[config.mk]
export PLATFORM = sky130hd
export DESIGN_NAME = front_panel_channel_controller
export DESIGN_NICKNAME = d
export VERILOG_FILES = /design/src/design/fpcc_pkg.sv /design/src/design/fpcc_cfg.sv /design/src/design/front_panel_channel_controller.sv
export SDC_FILE = /design/constraint.sdc
export NUM_CORES = 1
export LEC_CHECK = 0
export BUFFER_PORTS_ARGS = -buffer_cell sky130_fd_sc_hd__buf_2
export CAP_MARGIN = 15
export CORE_MARGIN = 2
export CORE_UTILIZATION = 35
export CTS_CLUSTER_DIAMETER = 100
export DETAILED_ROUTE_END_ITERATION = 10
export HOLD_SLACK_MARGIN = 0.03
export PLACE_DENSITY = 0.49
export SLEW_MARGIN = 20
export SYNTH_ARGS = -nofsm -noshare
export SYNTH_HDL_FRONTEND = slang
export SYNTH_SLANG_ARGS = --single-unit
[constraint.sdc]
create_clock -name clk -period 5.7 [get_ports clk]
set_clock_uncertainty 0.05 [all_clocks]
set_input_delay 0.57 -clock clk [delete_from_list [all_inputs] [get_ports clk]]
set_output_delay 0.57 -clock clk [all_outputs]
set_load 0.03 [all_outputs]
[src/design/fpcc_pkg.sv]
// fpcc_pkg: shared types and constants of the front panel channel controller
// request and result structs, operation codes, register indexes, timer constants
// no dependencies
`timescale 1ns / 1ps

package fpcc_pkg;

  typedef enum logic [2:0] {
    OP_PASS      = 3'd0,
    OP_LOCK      = 3'd1,
    OP_UNLOCK    = 3'd2,
    OP_CALIBRATE = 3'd3,
    OP_POWER_OFF = 3'd4,
    OP_INIT      = 3'd5
  } op_t;

  typedef enum logic [2:0] {
    REG_CHANNEL_COUNT  = 3'd0,
    REG_BATT_LOW       = 3'd1,
    REG_BATT_HIGH      = 3'd2,
    REG_POWER_HOLD     = 3'd3,
    REG_DWELL_STEADY   = 3'd4,
    REG_DWELL_TOGGLING = 3'd5
  } reg_idx_t;

  localparam int unsigned ADDR_W = 5;
  localparam int unsigned DATA_W = 32;

  localparam logic [31:0] PERIOD_10MS   = 32'd10;
  localparam logic [31:0] PERIOD_50MS   = 32'd50;
  localparam logic [31:0] PERIOD_100MS  = 32'd100;
  localparam logic [31:0] PERIOD_1000MS = 32'd1000;
  localparam logic [2:0]  BLINK_DIV     = 3'd5;
  localparam logic [4:0]  LASER_DIV     = 5'd25;
  localparam logic [7:0]  HOLD_MAX      = 8'd255;
  localparam logic [3:0]  SCAN_MAX      = 4'd15;
  localparam logic [1:0]  REPEAT_MAX    = 2'd2;

  typedef struct packed {
    logic [2:0]  operation;
    logic [31:0] time_ms;
    logic        key_up;
    logic        key_dn;
    logic        key_power;
    logic [6:0]  battery_percent;
  } req_t;

  typedef struct packed {
    logic       channel_cmd_valid;
    logic [3:0] channel_sel;
    logic       laser_toggle_pulse;
    logic       laser_toggle_reset;
    logic       red_led;
    logic       auto_led;
    logic       usb_init;
    logic       power_off_request;
    logic       shutdown;
  } res_t;

  typedef struct packed {
    logic [4:0] channel_count;
    logic [6:0] battery_low_pct;
    logic [6:0] battery_high_pct;
    logic [7:0] power_hold_steps;
    logic [3:0] scan_dwell_steady;
    logic [3:0] scan_dwell_toggling;
  } cfg_t;

endpackage

[src/design/fpcc_cfg.sv]
// fpcc_cfg: apb register file for the controller settings
// depends on fpcc_pkg (cfg_t, register indexes, bus widths)
`timescale 1ns / 1ps

module fpcc_cfg (
  input  logic                       clk,
  input  logic                       rst,
  input  logic                       psel,
  input  logic                       penable,
  input  logic                       pwrite,
  input  logic [fpcc_pkg::ADDR_W-1:0] paddr,
  input  logic [fpcc_pkg::DATA_W-1:0] pwdata,
  output logic [fpcc_pkg::DATA_W-1:0] prdata,
  output logic                       pready,
  output fpcc_pkg::cfg_t             cfg
);

  logic [2:0] idx;
  logic       wr;

  assign idx    = paddr[4:2];
  assign wr     = psel && penable && pwrite;
  assign pready = 1'b1;

  always_ff @(posedge clk) begin
    if (rst) begin
      cfg.channel_count       <= 5'd4;
      cfg.battery_low_pct     <= 7'd10;
      cfg.battery_high_pct    <= 7'd20;
      cfg.power_hold_steps    <= 8'd40;
      cfg.scan_dwell_steady   <= 4'd5;
      cfg.scan_dwell_toggling <= 4'd10;
    end else if (wr) begin
      unique case (idx)
        fpcc_pkg::REG_CHANNEL_COUNT:  cfg.channel_count       <= pwdata[4:0];
        fpcc_pkg::REG_BATT_LOW:       cfg.battery_low_pct     <= pwdata[6:0];
        fpcc_pkg::REG_BATT_HIGH:      cfg.battery_high_pct    <= pwdata[6:0];
        fpcc_pkg::REG_POWER_HOLD:     cfg.power_hold_steps    <= pwdata[7:0];
        fpcc_pkg::REG_DWELL_STEADY:   cfg.scan_dwell_steady   <= pwdata[3:0];
        fpcc_pkg::REG_DWELL_TOGGLING: cfg.scan_dwell_toggling <= pwdata[3:0];
        default: ;
      endcase
    end
  end

  always_comb begin
    prdata = '0;
    unique case (idx)
      fpcc_pkg::REG_CHANNEL_COUNT:  prdata = {27'd0, cfg.channel_count};
      fpcc_pkg::REG_BATT_LOW:       prdata = {25'd0, cfg.battery_low_pct};
      fpcc_pkg::REG_BATT_HIGH:      prdata = {25'd0, cfg.battery_high_pct};
      fpcc_pkg::REG_POWER_HOLD:     prdata = {24'd0, cfg.power_hold_steps};
      fpcc_pkg::REG_DWELL_STEADY:   prdata = {28'd0, cfg.scan_dwell_steady};
      fpcc_pkg::REG_DWELL_TOGGLING: prdata = {28'd0, cfg.scan_dwell_toggling};
      default:                      prdata = '0;
    endcase
  end

endmodule

[src/design/front_panel_channel_controller.sv]
// front_panel_channel_controller: front panel key, scan, laser and battery led control
// depends on fpcc_pkg and fpcc_cfg
`timescale 1ns / 1ps

// Usage:
//   Request channel (req_valid/req_stall/req_data): one request per main-loop pass
//   (keys, time, battery) or one command (lock, unlock, calibrate, power-off, init).
//   Result channel (res_valid/res_stall/res_data): exactly one result per request,
//   in request order.
//   Settings must be written over the apb port only while the block is idle; the
//   block itself does not enforce this. pready is tied high.
//   Throughput: one request per cycle while res_stall is low. The request register
//   and the result register form a two-stage pipe; the step logic between them reads and
//   updates the panel state together with the result, so consecutive requests see each other's effects.
//   Stall: while the result waits under res_stall, one more request is still taken
//   into the request register; req_stall rises only when both stages are full.
//   Reset (rst, synchronous): both stages empty, panel state cleared with the
//   start-up flag set, settings back to their defaults.

module front_panel_channel_controller #(
  parameter int MAX_CHANNELS = 16
) (
  input  logic                        clk,
  input  logic                        rst,
  input  logic                        req_valid,
  output logic                        req_stall,
  input  fpcc_pkg::req_t              req_data,
  output logic                        res_valid,
  input  logic                        res_stall,
  output fpcc_pkg::res_t              res_data,
  input  logic                        psel,
  input  logic                        penable,
  input  logic                        pwrite,
  input  logic [fpcc_pkg::ADDR_W-1:0] paddr,
  input  logic [fpcc_pkg::DATA_W-1:0] pwdata,
  output logic [fpcc_pkg::DATA_W-1:0] prdata,
  output logic                        pready
);

  typedef struct packed {
    logic [3:0]       current_channel;
    logic             scan_mode;
    logic             keys_locked;
    logic [1:0]       up_repeat;
    logic [1:0]       down_repeat;
    logic             power_held;
    logic [7:0]       power_hold_count;
    logic             laser_toggling;
    logic             low_battery_blink;
    logic             red_level;
    logic [2:0]       blink_count;
    logic [4:0]       laser_count;
    logic [3:0]       scan_count;
    logic             starting;
    logic             power_off_latched;
    logic [3:0][31:0] period_refs;
  } state_t;

  localparam logic [8:0] MaxCh = 9'(MAX_CHANNELS);
  localparam state_t StateReset = '{starting: 1'b1, default: '0};

  fpcc_pkg::cfg_t cfg;
  fpcc_pkg::req_t item;
  fpcc_pkg::res_t res_next;
  state_t         st;
  state_t         st_next;
  logic           in_full;
  logic           advance;
  logic [4:0]     n_eff;
  logic [4:0]     top;
  logic [4:0]     ch;
  logic [4:0]     scan_ch;
  logic [3:0]     dwell;
  logic [3:0]     elapsed;

  fpcc_cfg u_cfg (
    .clk     (clk),
    .rst     (rst),
    .psel    (psel),
    .penable (penable),
    .pwrite  (pwrite),
    .paddr   (paddr),
    .pwdata  (pwdata),
    .prdata  (prdata),
    .pready  (pready),
    .cfg     (cfg)
  );

  assign advance   = in_full && (!res_valid || !res_stall);
  assign req_stall = in_full && !advance;

  // channel count saturated at the build-time limit
  assign n_eff = ({4'd0, cfg.channel_count} > MaxCh) ? MaxCh[4:0] : cfg.channel_count;
  assign top   = (n_eff != 5'd0) ? n_eff - 5'd1 : 5'd0;

  always_comb begin
    elapsed[0] = (item.time_ms - st.period_refs[0]) >= fpcc_pkg::PERIOD_10MS;
    elapsed[1] = (item.time_ms - st.period_refs[1]) >= fpcc_pkg::PERIOD_50MS;
    elapsed[2] = (item.time_ms - st.period_refs[2]) >= fpcc_pkg::PERIOD_100MS;
    elapsed[3] = (item.time_ms - st.period_refs[3]) >= fpcc_pkg::PERIOD_1000MS;
  end

  always_comb begin
    st_next  = st;
    res_next = '0;
    ch       = '0;
    scan_ch  = '0;
    dwell    = '0;
    unique case (item.operation)
      fpcc_pkg::OP_PASS: begin
        // key handling
        if (st.keys_locked) begin
          if (st.starting) begin
            st_next.starting  = 1'b0;
            res_next.usb_init = 1'b1;
          end
          st_next.up_repeat   = '0;
          st_next.down_repeat = '0;
          if (st.power_held) begin
            st_next.power_hold_count = '0;
            st_next.power_held       = 1'b0;
          end
        end else if (item.key_up) begin
          st_next.down_repeat = '0;
          if (st.up_repeat == 2'd0) begin
            st_next.up_repeat = 2'd1;
            if (st.scan_mode) begin
              ch                = 5'd0;
              st_next.scan_mode = 1'b0;
            end else begin
              ch = {1'b0, st.current_channel} + 5'd1;
            end
            if (ch >= n_eff) begin
              st_next.scan_mode = 1'b1;
              ch                = 5'd0;
            end
            st_next.current_channel    = ch[3:0];
            res_next.channel_cmd_valid = 1'b1;
          end else if (st.up_repeat > fpcc_pkg::REPEAT_MAX) begin
            st_next.up_repeat = '0;
          end else begin
            st_next.up_repeat = st.up_repeat + 2'd1;
          end
        end else if (item.key_dn) begin
          st_next.up_repeat = '0;
          if (st.down_repeat == 2'd0) begin
            ch = {1'b0, st.current_channel};
            if (st.scan_mode) begin
              ch                = top;
              st_next.scan_mode = 1'b0;
            end else if (st.current_channel == 4'd0) begin
              st_next.scan_mode = 1'b1;
            end else begin
              ch = ch - 5'd1;
            end
            st_next.current_channel    = ch[3:0];
            res_next.channel_cmd_valid = 1'b1;
            st_next.down_repeat        = 2'd1;
          end else if (st.down_repeat > fpcc_pkg::REPEAT_MAX) begin
            st_next.down_repeat = '0;
          end else begin
            st_next.down_repeat = st.down_repeat + 2'd1;
          end
        end else if (item.key_power) begin
          if (!st.starting) st_next.power_held = 1'b1;
        end else begin
          st_next.up_repeat   = '0;
          st_next.down_repeat = '0;
          if (st.starting) begin
            st_next.starting  = 1'b0;
            res_next.usb_init = 1'b1;
          end
          // power key released: flip laser toggling
          if (st.power_held) begin
            st_next.power_hold_count = '0;
            st_next.power_held       = 1'b0;
            st_next.laser_toggling   = !st.laser_toggling;
            if (st.laser_toggling) res_next.laser_toggle_reset = 1'b1;
            if (!st.low_battery_blink) st_next.red_level = !st.laser_toggling;
          end
        end

        // 10 ms: led blink and laser toggle pacing
        if (elapsed[0]) begin
          st_next.period_refs[0] = item.time_ms;
          if (st_next.low_battery_blink) begin
            if (st_next.blink_count + 3'd1 >= fpcc_pkg::BLINK_DIV) begin
              st_next.red_level   = !st_next.red_level;
              st_next.blink_count = '0;
            end else begin
              st_next.blink_count = st_next.blink_count + 3'd1;
            end
          end else begin
            st_next.blink_count = '0;
          end
          if (st_next.laser_toggling) begin
            if (st_next.laser_count + 5'd1 >= fpcc_pkg::LASER_DIV) begin
              res_next.laser_toggle_pulse = 1'b1;
              st_next.laser_count         = '0;
            end else begin
              st_next.laser_count = st_next.laser_count + 5'd1;
            end
          end else begin
            st_next.laser_count = '0;
          end
        end

        // 50 ms: power long press
        if (elapsed[1]) begin
          st_next.period_refs[1] = item.time_ms;
          if (st_next.power_held) begin
            if (st_next.power_hold_count < fpcc_pkg::HOLD_MAX) begin
              st_next.power_hold_count = st_next.power_hold_count + 8'd1;
            end
            if (st_next.power_hold_count >= cfg.power_hold_steps &&
                !st_next.power_off_latched && !st_next.starting) begin
              st_next.power_off_latched  = 1'b1;
              res_next.power_off_request = 1'b1;
            end
          end
        end

        // 100 ms: auto-scan stepping
        if (elapsed[2]) begin
          st_next.period_refs[2] = item.time_ms;
          if (st_next.scan_mode) begin
            dwell = st_next.laser_toggling ? cfg.scan_dwell_toggling
                                           : cfg.scan_dwell_steady;
            if (st_next.scan_count < fpcc_pkg::SCAN_MAX) begin
              st_next.scan_count = st_next.scan_count + 4'd1;
            end
            if (st_next.scan_count >= dwell) begin
              scan_ch            = {1'b0, st_next.current_channel} + 5'd1;
              st_next.scan_count = '0;
              if (scan_ch >= n_eff) scan_ch = 5'd0;
              st_next.current_channel    = scan_ch[3:0];
              res_next.channel_cmd_valid = 1'b1;
            end
          end else begin
            st_next.scan_count = '0;
          end
        end

        // 1 s: battery check with hysteresis, low test first
        if (elapsed[3]) begin
          st_next.period_refs[3] = item.time_ms;
          if (item.battery_percent <= cfg.battery_low_pct) begin
            st_next.low_battery_blink = 1'b1;
          end else if (item.battery_percent > cfg.battery_high_pct) begin
            st_next.low_battery_blink = 1'b0;
            st_next.red_level         = st_next.laser_toggling;
          end
        end
      end
      fpcc_pkg::OP_LOCK: begin
        st_next.keys_locked    = 1'b1;
        st_next.scan_count     = '0;
        st_next.laser_toggling = 1'b0;
      end
      fpcc_pkg::OP_UNLOCK: begin
        st_next.keys_locked = 1'b0;
      end
      fpcc_pkg::OP_CALIBRATE: begin
        st_next.scan_mode          = 1'b0;
        st_next.laser_toggling     = 1'b0;
        st_next.keys_locked        = 1'b1;
        st_next.red_level          = 1'b0;
        st_next.current_channel    = 4'd0;
        res_next.channel_cmd_valid = 1'b1;
      end
      fpcc_pkg::OP_POWER_OFF: begin
        st_next.red_level         = 1'b0;
        st_next.scan_mode         = 1'b0;
        st_next.low_battery_blink = 1'b0;
        st_next.laser_toggling    = 1'b0;
        st_next.starting          = 1'b1;
        res_next.shutdown         = 1'b1;
      end
      fpcc_pkg::OP_INIT: begin
        st_next.scan_mode          = 1'b1;
        res_next.channel_cmd_valid = 1'b1;
      end
      default: ;
    endcase
    res_next.channel_sel = st_next.current_channel;
    res_next.red_led     = st_next.red_level;
    res_next.auto_led    = st_next.scan_mode;
  end

  // request register
  always_ff @(posedge clk) begin
    if (rst) begin
      in_full <= 1'b0;
    end else if (!req_stall) begin
      in_full <= req_valid;
    end
    if (!req_stall && req_valid) item <= req_data;
  end

  // panel state and result register
  always_ff @(posedge clk) begin
    if (rst) begin
      st        <= StateReset;
      res_valid <= 1'b0;
    end else if (advance) begin
      st        <= st_next;
      res_valid <= 1'b1;
    end else if (!res_stall) begin
      res_valid <= 1'b0;
    end
    if (advance) res_data <= res_next;
  end

  a_stall_only_when_full: assert property (@(posedge clk) disable iff (rst)
    req_stall |-> (in_full && res_valid && res_stall))
    else $error("request stalled with a free stage");

  a_poff_latched: assert property (@(posedge clk) disable iff (rst)
    (res_valid && res_data.power_off_request) |-> st.power_off_latched)
    else $error("power-off request without latch");

  a_shutdown_clears_leds: assert property (@(posedge clk) disable iff (rst)
    (res_valid && res_data.shutdown) |-> (!res_data.red_led && !res_data.auto_led))
    else $error("shutdown result with leds lit");

  a_result_held: assert property (@(posedge clk) disable iff (rst)
    (res_valid && res_stall) |=> (res_valid && $stable(res_data) && $stable(st)))
    else $error("stalled result or state changed");

endmodule
==> flow_summary.yaml, run 1 <==
worst_hold_path:
  timing.hold.worst.class: "input port to register"
  timing.hold.worst_path_depth: 1
  min_from: "req_data[41]"
  worst_hold_path.endpoint: "item[41]"
route:
  detail_route.wl_per_cell_um: 19.2
  vias: 19500
  detailedRoute.firstPassIterationCount: 5
  drtAntennaViolNets: 0
  post_drt_via_cell_ratio: 5.62
  totalWireLength_mm: 66.6
  drtIter0Drc: 1405
  drcViolationCount: 0
global_route:
  first_global_vias: 18800
  antenna_found_initial: 5
  grt_overflow_total: 0
  track_usage_pct: 21.7
  grt_first_pass_wirelength_mm: 105
  pin_count_of_the_biggest_net_entering_global_routing: 88
clock_network:
  cts_tree: "yes"
  cts_hold_repair.buffers: 0
  post_cts.resized_instances: 0
  postCtsSetupRepairBufs: 0
  cts.root.buffer_cell: "sky130_fd_sc_hd__clkbuf_16"
  clock_tree.htree_level_count: 2
  clock_path_buffers: 3
  path_clk_slew_ns: 0.06
  total_clock_buffers_created_by_cts: 35
  clock_latency_ns: 0.57
  clkSinkCount: 258
yosys:
  synthDistinctLibCells: 100
  synth_top_cells_by_count: "sky130_fd_sc_hd__a21oi_1, sky130_fd_sc_hd__nor2_1, sky130_fd_sc_hd__inv_1"
  yosys.area.top_type_share_pct: 19.5
  total_of_flip_flops_plus_latches_after_synthesis: 258
  ys_async_sr_fraction_pct: 0
  syn-cell-area_um2: 20700
  most_numerous_cell_in_the_yosys_netlist: "sky130_fd_sc_hd__a21oi_1"
  synthesis.area_per_instance_um2: 7.80
  synth.yosys.warnings: 0
  synth-main-ff-cell: "sky130_fd_sc_hd__dfxtp_1"
  yosysTopAreaCell: "sky130_fd_sc_hd__dfxtp_1"
  number_of_synthesized_flops_with_an_enable_pin: 57
  netlist_top_cells_area: "sky130_fd_sc_hd__dfxtp_1, sky130_fd_sc_hd__ha_1, sky130_fd_sc_hd__edfxtp_1"
  seq_area_frac_synth_pct: 27.8
  post_synth_inst_count: 2648
sta:
  post-route-min-period_ns: 4.99
  setup_viol: 0
  maxSlewViolCount: 0
  finalHoldWorstSlack_ns: 0.125
  slew_headroom_pct: 26.9
  tightestPinTransition_ns: 1.09
  grt_setup_unrepaired: "no"
  timing.setup.tns_ns: 0
  final_hold_viol_count: 0
  layout_worst_path_cycle_share_pct: 87.5
  max_freq_mhz: 201
critical_path:
  criticalPathCategory: "register to register"
  worst-path-max-fanout: 32
  start_kind: "register"
  timing.critical_path.slowest_cell_delay_ns: 0.70
  cp.required_ns: 6.04
  end_kind: "register"
  timing.critical_path.buf_inv: 1
  timing.reg2reg.setup_slack_ns: 0.71
  critical_path.most_common_cell: "sky130_fd_sc_hd__o21ai_0"
  regToRegEndpoint: "st[123]"
  critical-path-slowest-cell: "sky130_fd_sc_hd__a2111oi_0"
  crit_path_cell_trace: "buf_4 > ha_1 > o21ai_0 > a211oi_1 > nor3_1 > a2111oi_0 > o21ai_0 > a22oi_1 > nand4_1 > or4_1 > nand2_4 > mux2i_1 > nor2_1"
  regToRegStartpoint: "item[14]"
  cp.arrival_ns: 5.33
  r2r_cells: 13
  critical-path-top-delay-family: "compound AO/OA/AOI/OAI gates"
layout:
  fin_cells: 3470
  finish.net_count: 2937
  area_growth_syn_to_layout_pct: 10.3
  ratio_of_cells_with_drive_above_1_in_the_final_layout_pct: 8.83
floorplanning:
  ioPinCount: 136
  start_util_pct: 35.2
  floorplan.die_area_um2: 61000
  floorplan.rows: 89
  core_area_um2: 58700
  chipHeight_um: 247
  floorplan.die.width_um: 247
pwr:
  worst_ir_drop_vdd_mv: 0.159
  combPwrFrac_pct: 19.0
  power_report.internal_total_mw: 3.57
  sequentialPowerShare_pct: 38.4
  power.leakage_nw: 8.89
  power.switching_mw: 1.62
  power.switching_fraction_pct: 31.2
  power.density_nw_per_um2: 228
  pwr-share-clk_pct: 42.6
run:
  drv_cap: 0
placement:
  globalplace.congestion: 0.910
  placement.io_buffers: 84
  place_hpwl_mm: 49.6
  place.detailed.instances: 3405
status:
  outcome: "finished clean"
through the flow:
| step | setup slack [ns] | instance area, um2 | util (%) | power (mW) |
|---|---|---|---|---|
| after CTS | 0.711 | 22800 | 38.8 | 5.25 |
| after global placement | 0.821 | 21700 | 36.9 | 3.00 |
| after global routing | 0.306 | 22800 | 38.8 | 5.43 |
| after floorplan | 1.39 | 20700 | - | 2.72 |
| final | 0.714 | 22800 | 38.8 | 5.19 |
| after detailed placement | 0.768 | 21700 | 36.9 | 3.01 |
flip-flops by register name (all words and copies together) (netlist names):
register and flops:
in_full 1, res_valid 1, item 45, st 164
u_cfg.cfg 35, res_data 12
worst max-delay path by stage:
stage / start / endpoint / depth (start not counted)
floorplan: st[160] / res_data[7] / 22
global placement: item[14] / st[126] / 13
detailed placement: item[14] / st[113] / 13
CTS: item[14] / st[123] / 13
global route: item[14] / st[117] / 13
finish: item[14] / st[123] / 13
cell usage in the layout, fill, tap and decap left out, drive strengths merged, types with 19 or more instances in the layout:
master	synthesis	final
a21oi	251	251
nor2	238	238
inv	210	212
dfxtp	201	201
o21ai	198	198
nand2	197	197
ha	175	175
nand3	139	139
buf	72	116
mux2i	100	100
edfxtp	57	57
nand4	48	48
nor3	45	45
a21o	44	44
clkbuf	83	44
xor2	40	40
o21a	39	39
nor2b	37	37
xnor2	32	32
a211oi	28	28
nand2b	27	27
conb	2	25
nor4	19	19
layout make-up:
type                            instances  area, um2
Clock inverter                         20        186
Clock buffer                           44        951
Multi-Input combinational cell       2048      13500
Antenna cell                            1       2.50
Timing Repair Buffer                  116        679
Tap cell                              773        967
Fill cell                            6036      35900
Sequential cell                       258       5740
Inverter                              210        788
per-layer routing:
layer | share of wire (%) | GRT usage (%) | up-vias | routed length [um]
li1 | - | - | 9604 | -
met1 | 45 | 28.1 | 9268 | 30200
met2 | 45 | 35.5 | 493 | 30200
met3 | 4.9 | 3.46 | 120 | 3250
met4 | 4.4 | 9.62 | 4 | 2920
met5 | 0.039 | 0 | - | 26
power groups by stage:
stage	clock (mW)	sequential (mW)	combinational, mW
3_3_place_gp	0	2.03	0.970
4_1_cts	2.27	1.99	0.981
6_report	2.21	1.99	0.988
2_1_floorplan	0	1.99	0.731
5_1_grt	2.34	2.00	1.10
3_5_place_dp	0	2.03	0.975
kinds of logic (layout without fill, tap and decap cells):
family                     Yosys count  count (layout)  synth area share [%]
buffers and inverters              365             390                  7.53
AOI/OAI and AO/OA                  793             793                  24.5
adders and majority gates          179             179                  11.0
muxes                              119             119                  6.01
and+or+nand+nor                    860             860                  20.1
xor gates and xnor gates            72              72                  3.05
other                                2              26                0.0363
DFF                                258             258                  27.8
No activity file was read; power rests on OpenSTA's default activity.
==> run 2, diff against run 1 <==
--- a/config.mk
+++ b/config.mk
@@ -8,11 +8,11 @@
 export BUFFER_PORTS_ARGS = -buffer_cell sky130_fd_sc_hd__buf_2
 export CAP_MARGIN = 15
 export CORE_MARGIN = 2
-export CORE_UTILIZATION = 35
+export CORE_UTILIZATION = 33
 export CTS_CLUSTER_DIAMETER = 100
 export DETAILED_ROUTE_END_ITERATION = 10
 export HOLD_SLACK_MARGIN = 0.03
-export PLACE_DENSITY = 0.49
+export PLACE_DENSITY = 0.47
 export SLEW_MARGIN = 20
 export SYNTH_ARGS = -nofsm -noshare
 export SYNTH_HDL_FRONTEND = slang
==> run 2 against run 1 <==
Clock-buffer cell count stayed put; critical path depth is 1 higher; setup slack worse by 0.087 ns; sequential share of layout area is 0.32 points lower; largest power group unchanged; sequential power hardly changed; largest cell class unchanged; utilization is 1.5 points lower; flip-flop and latch count stayed put; final cell count is 2.2% higher; global-route usage is 0.58 points lower; cell area is 1.3% higher.
==> flow_summary.yaml, run 2 (synthesis results as in run 1) <==
global_route:
  first_global_vias: 19200
  grt_first_pass_wirelength_mm: 108
  pin_count_of_the_biggest_net_entering_global_routing: 94
  antenna_found_initial: 2
  grt_overflow_total: 0
  track_usage_pct: 21.1
critical_path:
  worst-path-max-fanout: 32
  end_kind: "register"
  r2r_cells: 14
  cp.required_ns: 6.04
  cp.arrival_ns: 5.41
  start_kind: "register"
  criticalPathCategory: "register to register"
layout:
  fillers: 6485
  finish.net_count: 2949
  antenna_cells: 0
  largest_register_ffs: 164
  registers_with_the_highest_flip_flop_counts: "st (164), item (45), u_cfg.cfg (35)"
  area_growth_syn_to_layout_pct: 11.7
  most-common-layout-cells: "sky130_fd_sc_hd__a21oi_1, sky130_fd_sc_hd__nor2_1, sky130_fd_sc_hd__inv_1"
  registers.top_by_ff_count: "st"
  ratio_of_cells_with_drive_above_1_in_the_final_layout_pct: 9.38
  layout.cells.most_common: "sky130_fd_sc_hd__a21oi_1"
pwr:
  power.density_nw_per_um2: 234
  power.leakage_nw: 9.00
  worst_ir_drop_vdd_mv: 0.167
route:
  drtIter0Drc: 1198
  drcViolationCount: 0
  detail_route.wl_per_cell_um: 19.3
  totalWireLength_mm: 68.5
  vias: 19500
  drtAntennaViolNets: 0
  post_drt_via_cell_ratio: 5.49
  detailedRoute.firstPassIterationCount: 5
clock_network:
  total_clock_buffers_created_by_cts: 36
  clkSinkCount: 258
  cts_tree: "yes"
  clock_path_buffers: 3
  postCtsSetupRepairBufs: 0
  cts_hold_repair.buffers: 0
  path_clk_slew_ns: 0.06
  clock_tree.htree_level_count: 2
  clock_latency_ns: 0.56
  post_cts.resized_instances: 0
  cts.root.buffer_cell: "sky130_fd_sc_hd__clkbuf_16"
sta:
  maxSlewViolCount: 0
  final_hold_viol_count: 0
  finalHoldWorstSlack_ns: 0.134
  timing.setup.tns_ns: 0
  post-route-min-period_ns: 5.07
  max_freq_mhz: 197
  setup_viol: 0
  slew_headroom_pct: 27.2
  tightestPinTransition_ns: 1.09
  grt_setup_unrepaired: "no"
  layout_worst_path_cycle_share_pct: 89.0
placement:
  globalplace.congestion: 0.912
  place_hpwl_mm: 51.5
  placement.io_buffers: 84
status:
  outcome: "finished clean"
floorplanning:
  floorplan.die_area_um2: 64600
  start_util_pct: 33.4
  core_area_um2: 61800
  ioPinCount: 136
  chipHeight_um: 254
  floorplan.rows: 91
  floorplan.die.width_um: 254
run:
  drv_cap: 0
worst_hold_path:
  timing.hold.worst_path_depth: 1
  timing.hold.worst.class: "input port to register"
## run 2: layer usage
metal  vias up  share of wire [%]  track usage [%]
met5         -              0.038                0
met4         4                5.3             10.9
met3       132                4.8             3.43
met2       455                 45             34.4
met1      9270                 45             27.0
li1       9618                  -                -
## run 2: worst max-delay path: stages (launching register included)
cell,delay (ns)
sky130_fd_sc_hd__edfxtp_1,0.70
sky130_fd_sc_hd__ha_1,0.56
sky130_fd_sc_hd__nand2_1,0.07
sky130_fd_sc_hd__o21ai_0,0.47
sky130_fd_sc_hd__o21bai_1,0.24
sky130_fd_sc_hd__a2111oi_2,0.66
sky130_fd_sc_hd__o211a_1,0.26
sky130_fd_sc_hd__o21ai_0,0.07
sky130_fd_sc_hd__a2111oi_0,0.49
sky130_fd_sc_hd__nand3_1,0.22
sky130_fd_sc_hd__buf_4,0.24
sky130_fd_sc_hd__nand2_2,0.25
sky130_fd_sc_hd__buf_12,0.29
sky130_fd_sc_hd__mux2i_1,0.21
sky130_fd_sc_hd__nor2_1,0.06
## run 2: final timing paths
| check | slack (ns) | from | endpoint |
|---|---|---|---|
| hold / removal | 0.13 | req_data[43] | item[43] |
| setup / recovery | 0.63 | item[16] | st[19] |
| hold reg to reg | 0.41 | st[1] | st[1] |
| setup reg to reg | 0.63 | item[16] | st[19] |
## run 2: final cells by class
| type | count | area [um2] | share of cell area (%) |
|---|---|---|---|
| multi-input combinational | 2048 | 13500 | 58.4 |
| clock buffer | 44 | 992 | 4.30 |
| tap | 837 | 1050 | 4.54 |
| clock inverter | 21 | 274 | 1.19 |
| inverter | 210 | 788 | 3.42 |
| sequential | 258 | 5740 | 24.9 |
| timing repair buffer | 127 | 762 | 3.30 |
## run 2: through the flow
stage          util (%)  power (mW)  setup slack (ns)  instances  area [um2]
2_1_floorplan         -        2.72              1.39       2671       20700
3_3_place_gp       35.3        3.02             0.680       3480       21800
3_5_place_dp       35.3        3.02             0.664       3480       21800
4_1_cts            37.3        5.48             0.629       3545       23100
5_1_grt            37.3        5.68             0.229       3545       23100
6_report           37.3        5.40             0.628       3545       23100
## run 2: where the power goes
group	internal (mW)	leakage [nW]	total (mW)	switching, mW
clock	1.48	0.617	2.41	0.929
combinational	0.370	6.20	1.00	0.632
sequential	1.91	2.18	1.99	0.0793
==> run 3, diff against run 2 <==
--- a/config.mk
+++ b/config.mk
@@ -5,8 +5,9 @@
 export SDC_FILE = /design/constraint.sdc
 export NUM_CORES = 1
 export LEC_CHECK = 0
+export ABC_AREA = 1
 export BUFFER_PORTS_ARGS = -buffer_cell sky130_fd_sc_hd__buf_2
-export CAP_MARGIN = 15
+export CAP_MARGIN = 20
 export CORE_MARGIN = 2
 export CORE_UTILIZATION = 33
 export CTS_CLUSTER_DIAMETER = 100
==> run 3 against run 2 <==
Routed wire length rose by 1.6%; setup slack better by 0.31 ns; critical path depth rose by 9; cell area up 0.98%; largest power group unchanged.
==> flow_summary.yaml, run 3 <==
status:
  outcome: "finished clean"
yosys:
  ys_async_sr_fraction_pct: 0
  synthDistinctLibCells: 62
  yosysTopAreaCell: "sky130_fd_sc_hd__dfxtp_1"
  yosys.area.top_type_share_pct: 19.3
  synth.yosys.warnings: 0
  post_synth_inst_count: 3229
  seq_area_frac_synth_pct: 27.6
  synthesis.area_per_instance_um2: 6.44
  total_of_flip_flops_plus_latches_after_synthesis: 258
  synth-main-ff-cell: "sky130_fd_sc_hd__dfxtp_1"
  number_of_synthesized_flops_with_an_enable_pin: 57
  netlist_top_cells_area: "sky130_fd_sc_hd__dfxtp_1, sky130_fd_sc_hd__nand2_1, sky130_fd_sc_hd__ha_1"
  syn-cell-area_um2: 20800
  synth_top_cells_by_count: "sky130_fd_sc_hd__nand2_1, sky130_fd_sc_hd__inv_1, sky130_fd_sc_hd__a21oi_1"
  most_numerous_cell_in_the_yosys_netlist: "sky130_fd_sc_hd__nand2_1"
sta:
  layout_worst_path_cycle_share_pct: 83.6
  grt_setup_unrepaired: "no"
  max_freq_mhz: 210
  tightestPinTransition_ns: 0.992
  final_hold_viol_count: 0
  setup_viol: 0
  slew_headroom_pct: 33.7
  finalHoldWorstSlack_ns: 0.123
  maxSlewViolCount: 0
  post-route-min-period_ns: 4.77
  timing.setup.tns_ns: 0
clock_network:
  cts_tree: "yes"
  post_cts.resized_instances: 0
  cts.root.buffer_cell: "sky130_fd_sc_hd__clkbuf_16"
  path_clk_slew_ns: 0.06
  postCtsSetupRepairBufs: 0
  total_clock_buffers_created_by_cts: 36
  clkSinkCount: 258
  clock_latency_ns: 0.57
  clock_path_buffers: 3
  clock_tree.htree_level_count: 2
  cts_hold_repair.buffers: 0
critical_path:
  criticalPathCategory: "register to register"
  timing.critical_path.buf_inv: 4
  start_kind: "register"
  critical-path-top-delay-family: "simple AND/OR/NAND/NOR gates"
  critical_path.most_common_cell: "sky130_fd_sc_hd__nand2_1"
  critical-path-slowest-cell: "sky130_fd_sc_hd__edfxtp_1"
  worst-path-max-fanout: 33
  cp.arrival_ns: 5.11
  crit_path_cell_trace: "inv_1 > ha_1 > inv_1 > fa_1 > nand2_1 > nand2_1 > o21ai_2 > inv_2 > nand2_1 > nand2_1 > nand2_1 > nand2_1 > a21oi_1 > or2_1 > nand2_1 > nor2_1 > nand2_1 > nor2_2 > nand3_4 > nand3_4 > inv_2 > nand2_1 > a21oi_1"
  timing.critical_path.slowest_cell_delay_ns: 0.61
  cp.required_ns: 6.05
  end_kind: "register"
layout:
  ratio_of_cells_with_drive_above_1_in_the_final_layout_pct: 6.04
  registers_with_the_highest_flip_flop_counts: "st (164), item (45), u_cfg.cfg (35)"
  layout.cells.most_common: "sky130_fd_sc_hd__nand2_1"
  area_growth_syn_to_layout_pct: 12.1
  finish.net_count: 3570
  registers.top_by_ff_count: "st"
  most-common-layout-cells: "sky130_fd_sc_hd__nand2_1, sky130_fd_sc_hd__inv_1, sky130_fd_sc_hd__a21oi_1"
  fin_cells: 4177
  largest_register_ffs: 164
placement:
  globalplace.congestion: 0.937
  placement.io_buffers: 84
  place_hpwl_mm: 54.7
  place.detailed.instances: 4110
floorplanning:
  start_util_pct: 33.1
  floorplan.die.width_um: 255
  floorplan.die_area_um2: 65000
  core_area_um2: 62700
  ioPinCount: 136
  floorplan.rows: 92
  chipHeight_um: 255
route:
  drtIter0Drc: 1286
  drtAntennaViolNets: 0
  vias: 21000
  totalWireLength_mm: 69.6
  post_drt_via_cell_ratio: 5.02
  detailedRoute.firstPassIterationCount: 6
  detail_route.wl_per_cell_um: 16.7
  drcViolationCount: 0
global_route:
  antenna_found_initial: 0
  first_global_vias: 19900
  track_usage_pct: 21.3
  grt_overflow_total: 0
  grt_first_pass_wirelength_mm: 109
  pin_count_of_the_biggest_net_entering_global_routing: 77
run:
  drv_cap: 0
pwr:
  power.leakage_nw: 10.3
  power.density_nw_per_um2: 245
  worst_ir_drop_vdd_mv: 0.184
worst_hold_path:
  timing.hold.worst.class: "input port to register"
-- run 3: cell types whose count changed after synthesis, moves of 31 or more --
cell,previous run,this run
sky130_fd_sc_hd__nand2_1,195,821
sky130_fd_sc_hd__inv_1,210,485
sky130_fd_sc_hd__a21oi_1,247,347
sky130_fd_sc_hd__mux2i_1,100,0
sky130_fd_sc_hd__o21ai_0,160,233
sky130_fd_sc_hd__nor2_1,238,297
sky130_fd_sc_hd__clkbuf_1,80,29
sky130_fd_sc_hd__a21o_1,44,6
sky130_fd_sc_hd__nor2b_1,37,0
sky130_fd_sc_hd__nand3_1,139,170
-- run 3: cells by family after synthesis --
family | Yosys count | share of synthesized area, %
xor gates and xnor gates | 69 | 2.91
other | 2 | 0.0361
buffers and inverters | 578 | 11.3
adders and majority gates | 179 | 10.9
AOI/OAI and AO/OA | 695 | 18.0
and+or+nand+nor | 1448 | 29.3
DFF | 258 | 27.6
-- run 3: area by class of cell --
| type | instances | area, um2 |
|---|---|---|
| Fill cell | 6799 | 39400 |
| Antenna cell | 1 | 2.50 |
| Tap cell | 846 | 1060 |
| Inverter | 492 | 1850 |
| Multi-Input combinational cell | 2416 | 12800 |
| Clock inverter | 14 | 221 |
| Timing Repair Buffer | 98 | 526 |
| Clock buffer | 52 | 1110 |
| Sequential cell | 258 | 5740 |
-- run 3: metrics by stage --
stage / util (%) / area [um2] / setup WS (ns) / power (mW)
detailed placement: 35.0 / 22000 / 0.966 / 3.24
finish: 37.1 / 23300 / 0.933 / 5.70
floorplan: - / 20900 / 1.93 / 2.89
global route: 37.1 / 23300 / 0.528 / 6.01
global placement: 35.0 / 22000 / 1.01 / 3.23
CTS: 37.1 / 23300 / 0.920 / 5.77
-- run 3: worst paths after layout --
path,start,endpoint,slack [ns],cells after the start
setup reg to reg,item[10],st[51],0.93,23
hold reg to reg,st[64],st[64],0.40,2
setup / recovery,item[10],st[51],0.93,23
hold / removal,req_data[4],item[4],0.12,1
-- run 3: metal layers --
layer	GRT usage (%)	share of wire [%]	up-vias
li1	-	-	10700
met1	28.3	47	9772
met2	36.4	47	409
met3	2.59	3.8	93
met4	5.45	2.3	0
met5	0	0	-
-- run 3: where the power goes --
group	internal (mW)	switching (mW)
Sequential	1.92	0.0889
Clock	1.55	0.945
Combinational	0.394	0.801
